## src/rtl/mlp_pkg.sv

```systemverilog
// mlp_pkg: shared constants, command struct and sigmoid table for the mlp trainer
`default_nettype none
package mlp_pkg;

  localparam int NUM_INPUTS  = 4;
  localparam int NUM_HIDDEN  = 5;
  localparam int NUM_CLASSES = 3;
  localparam int WeightBits  = 32;

  localparam int N_HW = NUM_HIDDEN * NUM_INPUTS;
  localparam int N_OW = NUM_CLASSES * NUM_HIDDEN;

  localparam int HW_IDX_W = $clog2(N_HW);
  localparam int OW_IDX_W = $clog2(N_OW);
  localparam int H_W      = $clog2(NUM_HIDDEN);
  localparam int I_W      = $clog2(NUM_INPUTS);
  localparam int C_W      = $clog2(NUM_CLASSES);

  localparam int FEAT_W  = 18;
  localparam int SCORE_W = 16;
  localparam int ERR_W   = 18;
  localparam int RATE_W  = 16;
  localparam int B_W     = 20;
  localparam int DELTA_W = 20;

  localparam logic [1:0] MODE_TRAIN = 2'd0;
  localparam logic [1:0] MODE_LOAD  = 2'd2;

  // operation codes, also used as controller state codes
  localparam int OP_W = 5;
  localparam logic [OP_W-1:0] OP_NONE    = 5'd0;
  localparam logic [OP_W-1:0] OP_CAPTURE = 5'd1;
  localparam logic [OP_W-1:0] OP_LOAD    = 5'd2;
  localparam logic [OP_W-1:0] OP_HF      = 5'd3;
  localparam logic [OP_W-1:0] OP_HS      = 5'd4;
  localparam logic [OP_W-1:0] OP_OF      = 5'd5;
  localparam logic [OP_W-1:0] OP_OS      = 5'd6;
  localparam logic [OP_W-1:0] OP_ER      = 5'd7;
  localparam logic [OP_W-1:0] OP_PUB     = 5'd8;
  localparam logic [OP_W-1:0] OP_SO      = 5'd9;
  localparam logic [OP_W-1:0] OP_DL      = 5'd10;
  localparam logic [OP_W-1:0] OP_EM      = 5'd11;
  localparam logic [OP_W-1:0] OP_D1      = 5'd12;
  localparam logic [OP_W-1:0] OP_D2      = 5'd13;
  localparam logic [OP_W-1:0] OP_SY      = 5'd14;
  localparam logic [OP_W-1:0] OP_GH      = 5'd15;
  localparam logic [OP_W-1:0] OP_V1      = 5'd16;
  localparam logic [OP_W-1:0] OP_V2      = 5'd17;

  typedef struct packed {
    logic [OP_W-1:0] op;
    logic            wb;    // second half of a multiply op: write back
    logic            zero;  // publish an all-zero result
    logic [H_W-1:0]  h;
    logic [I_W-1:0]  i;
    logic [C_W-1:0]  c;
  } cmd_t;

  function automatic logic [15:0] sig_tab(input logic [4:0] k);
    logic [15:0] v;
    unique case (k)
      5'd0:    v = 16'd32768;
      5'd1:    v = 16'd40793;
      5'd2:    v = 16'd47911;
      5'd3:    v = 16'd53581;
      5'd4:    v = 16'd57724;
      5'd5:    v = 16'd60565;
      5'd6:    v = 16'd62428;
      5'd7:    v = 16'd63615;
      5'd8:    v = 16'd64357;
      5'd9:    v = 16'd64816;
      5'd10:   v = 16'd65097;
      5'd11:   v = 16'd65269;
      5'd12:   v = 16'd65374;
      5'd13:   v = 16'd65438;
      5'd14:   v = 16'd65476;
      5'd15:   v = 16'd65500;
      default: v = 16'd65514;
    endcase
    return v;
  endfunction

  // mag is |x| clamped to 8.0, neg is the sign of x
  function automatic logic [15:0] sigm(input logic neg, input logic [19:0] mag);
    logic [16:0] s;
    logic [4:0]  k;
    logic [15:0] t0;
    logic [15:0] t1;
    logic [31:0] p;
    k  = {1'b0, mag[18:15]};
    t0 = sig_tab(k);
    t1 = sig_tab(k + 5'd1);
    p  = 32'(t1 - t0) * 32'(mag[14:0]) + 32'd16384;
    if (mag[19]) begin
      s = {1'b0, sig_tab(5'd16)};
    end else begin
      s = {1'b0, t0} + 17'(p >> 15);
    end
    return neg ? 16'(17'd65536 - s) : s[15:0];
  endfunction

endpackage
`default_nettype wire

```

## src/rtl/mlp_ctrl.sv

```systemverilog
// mlp_ctrl: sequencer that steps the shared datapath through forward and update passes
`default_nettype none
module mlp_ctrl (
  input  wire logic         clk,
  input  wire logic         rst,
  input  wire logic         start,
  input  wire logic [1:0]   mode,
  output logic              busy,
  output mlp_pkg::cmd_t     cmd
);
  import mlp_pkg::*;

  logic [OP_W-1:0] state;
  logic            phase;
  logic [H_W-1:0]  h;
  logic [I_W-1:0]  i;
  logic [C_W-1:0]  c;
  logic            train;
  logic            zero;
  logic            h_last;
  logic            i_last;
  logic            c_last;

  assign h_last = (h == H_W'(NUM_HIDDEN - 1));
  assign i_last = (i == I_W'(NUM_INPUTS - 1));
  assign c_last = (c == C_W'(NUM_CLASSES - 1));
  assign busy   = (state != OP_NONE);

  always_comb begin
    cmd.op = state;
    if (state == OP_NONE) begin
      if (!start) cmd.op = OP_NONE;
      else if (mode == MODE_LOAD) cmd.op = OP_LOAD;
      else cmd.op = OP_CAPTURE;
    end
    cmd.wb   = phase;
    cmd.zero = zero;
    cmd.h    = h;
    cmd.i    = i;
    cmd.c    = c;
  end

  always_ff @(posedge clk) begin
    if (rst) begin
      state <= OP_NONE;
      phase <= 1'b0;
      h     <= '0;
      i     <= '0;
      c     <= '0;
      train <= 1'b0;
      zero  <= 1'b0;
    end else begin
      case (state)
        OP_NONE: begin
          if (start) begin
            train <= (mode == MODE_TRAIN);
            zero  <= (mode == MODE_LOAD);
            h     <= '0;
            i     <= '0;
            c     <= '0;
            phase <= 1'b0;
            state <= (mode == MODE_LOAD) ? OP_PUB : OP_HF;
          end
        end
        OP_HF: begin
          phase <= ~phase;
          if (phase) begin
            if (i_last) begin
              i     <= '0;
              state <= OP_HS;
            end else begin
              i <= i + 1'b1;
            end
          end
        end
        OP_HS: begin
          if (h_last) begin
            h     <= '0;
            state <= OP_OF;
          end else begin
            h     <= h + 1'b1;
            state <= OP_HF;
          end
        end
        OP_OF: begin
          phase <= ~phase;
          if (phase) begin
            if (h_last) begin
              h     <= '0;
              state <= OP_OS;
            end else begin
              h <= h + 1'b1;
            end
          end
        end
        OP_OS: begin
          if (c_last) begin
            c     <= '0;
            state <= OP_ER;
          end else begin
            c     <= c + 1'b1;
            state <= OP_OF;
          end
        end
        OP_ER: begin
          phase <= ~phase;
          if (phase) begin
            if (c_last) begin
              c     <= '0;
              state <= OP_PUB;
            end else begin
              c <= c + 1'b1;
            end
          end
        end
        OP_PUB: begin
          state <= train ? OP_SO : OP_NONE;
        end
        OP_SO: begin
          phase <= ~phase;
          if (phase) state <= OP_DL;
        end
        OP_DL: begin
          phase <= ~phase;
          if (phase) begin
            if (c_last) begin
              c     <= '0;
              state <= OP_EM;
            end else begin
              c     <= c + 1'b1;
              state <= OP_SO;
            end
          end
        end
        OP_EM: begin
          phase <= ~phase;
          if (phase) state <= OP_D1;
        end
        OP_D1: begin
          phase <= ~phase;
          if (phase) state <= OP_D2;
        end
        OP_D2: begin
          phase <= ~phase;
          if (phase) begin
            if (c_last) begin
              c     <= '0;
              state <= OP_SY;
            end else begin
              c     <= c + 1'b1;
              state <= OP_EM;
            end
          end
        end
        OP_SY: begin
          phase <= ~phase;
          if (phase) state <= OP_GH;
        end
        OP_GH: begin
          phase <= ~phase;
          if (phase) begin
            i     <= '0;
            state <= OP_V1;
          end
        end
        OP_V1: begin
          phase <= ~phase;
          if (phase) state <= OP_V2;
        end
        OP_V2: begin
          phase <= ~phase;
          if (phase) begin
            if (i_last) begin
              i <= '0;
              if (h_last) begin
                h     <= '0;
                state <= OP_NONE;
              end else begin
                h     <= h + 1'b1;
                state <= OP_EM;
              end
            end else begin
              i     <= i + 1'b1;
              state <= OP_V1;
            end
          end
        end
        default: state <= OP_NONE;
      endcase
    end
  end

endmodule
`default_nettype wire

```

## config.mk

```make
export PLATFORM = sky130hd
export DESIGN_NAME = mlp_ctrl
export DESIGN_NICKNAME = d
export VERILOG_FILES = /design/src/rtl/mlp_pkg.sv /design/src/rtl/mlp_ctrl.sv
export SDC_FILE = /design/constraint.sdc
export NUM_CORES = 1
export LEC_CHECK = 0
export ABC_AREA = 1
export BUFFER_PORTS_ARGS = -buffer_cell sky130_fd_sc_hd__buf_2
export CORE_MARGIN = 10
export CORE_UTILIZATION = 55
export CTS_BUF_LIST = sky130_fd_sc_hd__clkbuf_4 sky130_fd_sc_hd__clkbuf_8
export DETAILED_ROUTE_END_ITERATION = 10
export HOLD_SLACK_MARGIN = 0.06
export PLACE_DENSITY = 0.83
export SLEW_MARGIN = 25
export SYNTH_ARGS = -nofsm -noshare
export SYNTH_HDL_FRONTEND = slang
export SYNTH_SLANG_ARGS = --single-unit
```

## constraint.sdc

```tcl
create_clock -name clk -period 1.6 [get_ports clk]
set_input_delay 0.32 -clock clk [delete_from_list [all_inputs] [get_ports clk]]
set_output_delay 0.32 -clock clk [all_outputs]
set_load 0.01 [all_outputs]
```

==> flow_summary_export.csv <==
group,metric,value,unit
layout,area_growth,38.5,%
grt,antenna_found_initial,0,
die,dieArea,4710,um2
setup_path,crit_path_cell_trace,"nor2_4 > buf_4 > inv_1 > nor2_2 > inv_1 > nor2_1 > nor2_1 > nand3_1 > nand2_2 > a21oi_1",
flow_run,cap_violations,0,
timing,tightest_slew,0.307,ns
synth,synth-edff-count,0,
setup_path,r2r-end,"state[2]$_SDFFE_PP0P_",
setup_path,slowest_stage,"dfxtp_4",
cts,clock_sinks,15,
min_path,min_to,"train$_SDFFE_PP0P_",
grt,grt_max_degree,11,
layout,drive_gt1_frac,0.390,
timing,fin_crit,1.71,ns
cts,cts_tree,"built",
setup_path,arrival,1.94,ns
grt,first_global_vias,1527,
power,pwr-share-clk,0.091,
synth,yosysUniqueCellTypes,24,
synth,seq_area_frac_synth,0.231,
setup_path,criticalPathCategory,"reg2reg",
die,die_width,68.6,um
setup_path,cp_max_fo,6,
timing,fin_worst_skew,0.0128,ns
route,via_per_inst,5.87,
die,rows,17,
place,dp_hpwl,2.82,mm
min_path,min_from,"mode[0]",
grt,grt-ovfl-total,0,
synth,synth_ff_type,"dfxtp_1",
cts,cts_buffers,3,
cts,clkLatencyLatePin,0.31,ns
setup_path,cp.buffers_inverters,3,
die,start_util,0.582,
synth,ys_warn_count,0,
synth,synth.ff_latch_count,15,
layout,design_area,1800,um2
synth,syn_nets,238,
grt,grt_usage,0.179,
route,ant_nets,0,
die,fp.dieH,68.6,um
outcome,outcome,"finished with violations",
setup_path,crit_family,"simple AND/OR/NAND/NOR gates",
synth,netlist_instances,230,
grt,grt_pass1_wl,6.61,mm
timing,final_hold_viol_count,0,
power,power.switching,1.52,mW
setup_path,rr_worst_depth,10,
min_path,whs_path_depth,3,
die,core_area,2230,um2
route,wl,4.85,mm
timing,setup_ws,-0.106,ns
timing,fmax,586,MHz
layout,num-nets-final,276,
timing,period_share,1.07,
cts,cts_max_level,1,
setup_path,crit_path_end_kind,"flop",
power,powerDensity,1590,nW/um2
power,leakage,0.936,nW
timing,rsz0062_at_grt,"yes",
power,seqPwrFrac,0.209,
die,top_level_ports,20,
setup_path,slowest_delay,0.37,ns
timing,hold_ws,0.296,ns
setup_path,r2r_slack,-0.11,ns
power,vdd_drop_max,1350,uV
timing,maxSlewHeadroom,0.795,
timing,finalSetupViolations,7,
synth,syn-cell-area,1300,um2
timing,maxSlewViolCount,0,
place,place_congestion,1.00,
route,post_drt_wl_per_cell,16.4,um
route,firstDrtPassIters,7,
setup_path,r2r-start,"state[0]$_SDFFE_PP0P_",
power,switching_share,0.530,
outcome,violations,"negative setup slack",
layout,final_common_cell,"nand2_1",
place,port_buffers,19,
min_path,min_path_type,"in2reg",
power,p_comb_frac,0.699,
power,p_int,1.35,mW
setup_path,start_kind,"flop",
layout,final_cell_mix,"nand2_1, nor2_1, inv_1",
route,remaining_drc_errors,0,
setup_path,cp.required,1.83,ns
layout,diodes,0,
synth,syn_avg_cell_area,5.65,um2
place,place_area,1480,um2
route,vias,1732,
cts,clk_pin_slew,0.11,ns
cts,clock-root-buffer,"clkbuf_4",
synth,async_flop_share,0,
cts,cts_buffer_depth,2,
route,dr.first_iter.drc_count,244,
cell type report:
cell class / instances / area (um2)
clock buffers: 4 / 30.0
fillers: 156 / 433
inverters: 33 / 129
multi-input cells: 176 / 1030
flip-flops and latches: 15 / 324
well taps: 28 / 35.0
repair buffers: 39 / 256
flip-flops by register name, summed over array words and instances (netlist names):
name and cells:
c 2, h 3, i 2, phase 1
state 5, train 1, zero 1
worst reg2reg max path, cell delays in order (launching register included):
cell	delay, ns
dfxtp_4	0.37
nor2_4	0.14
buf_4	0.18
inv_1	0.09
nor2_2	0.20
inv_1	0.10
nor2_1	0.12
nor2_1	0.06
nand3_1	0.13
nand2_2	0.08
a21oi_1	0.16
power by group through the flow:
stage	Clock (mW)	Sequential [mW]	Combinational, mW
3_5_place_dp	0	0.605	1.39
6_report	0.261	0.599	2.00
4_1_cts	0.252	0.579	1.57
3_3_place_gp	0	0.602	1.39
2_1_floorplan	0	0.616	0.941
5_1_grt	0.288	0.612	2.19
per-layer routing:
metal / share of wire / track usage / vias to the layer above
li1: - / - / 807
met1: 0.39 / 0.214 / 757
met2: 0.45 / 0.293 / 127
met3: 0.10 / 0.0451 / 41
met4: 0.063 / 0.0829 / 0
met5: 0 / 0 / -
through the flow:
| stage | instances | TNS (ns) | power (mW) | util | worst slack, ns |
|---|---|---|---|---|---|
| after global placement | 281 | 0 | 1.99 | 0.663 | 0.0554 |
| after CTS | 291 | -0.0947 | 2.40 | 0.715 | -0.0474 |
| after floorplan | 230 | 0 | 1.56 | - | 0.0453 |
| after global routing | 295 | -1.20 | 3.09 | 0.806 | -0.167 |
| after detailed placement | 281 | 0 | 2.00 | 0.663 | 0.0289 |
| final | 295 | -0.332 | 2.86 | 0.806 | -0.106 |
how the worst max path moves through the flow:
stage                                from                     to  slack [ns]  depth (start not counted)
floorplan           state[2]$_SDFFE_PP0P_                 cmd[9]        0.05                          5
global placement    state[3]$_SDFFE_PP0P_      c[1]$_SDFFE_PP0P_        0.06                          7
detailed placement  state[2]$_SDFFE_PP0P_  state[3]$_SDFFE_PP0P_        0.03                          9
CTS                 state[1]$_SDFFE_PP0P_                 cmd[9]       -0.05                          6
global route        state[0]$_SDFFE_PP0P_  state[2]$_SDFFE_PP0P_       -0.17                         10
finish              state[0]$_SDFFE_PP0P_  state[2]$_SDFFE_PP0P_       -0.11                         10
what timing repair did:
action | 4_1_cts | 5_1_grt
endpoints found under the setup margin | 2 | 15
gates resized for setup | 15 | 51
endpoints found under the hold margin | 0 | 0
setup buffers | 6 | 4
pin swaps | 3 | 13
hold buffers | 0 | 0
cell usage after synthesis (2+ instances only):
cell type,count,area share
inv_1,26,0.075
nand2_1,62,0.18
o21ai_1,3,0.012
o21ai_0,8,0.031
nand4_1,5,0.024
ha_1,3,0.029
nand3b_1,2,0.012
nand3_2,5,0.039
clkbuf_1,3,0.0087
dfxtp_1,15,0.23
nor2_1,40,0.12
inv_2,7,0.020
nor3_1,3,0.012
nor2_2,6,0.029
buf_4,2,0.012
a21oi_1,15,0.058
nand3_1,14,0.054
nand2_2,5,0.024
cells by family (layout without fill, tap and decap cells):
kind of cell	Yosys count	after routing	share of synthesized area
AOI/OAI and AO/OA	29	29	0.119
buffers and inverters	39	76	0.118
xor gates and xnor gates	1	1	0.00674
DFF	15	15	0.231
adders and majority gates	3	3	0.0289
and+or+nand+nor	143	143	0.496
No activity file was read; power rests on OpenSTA's default activity.
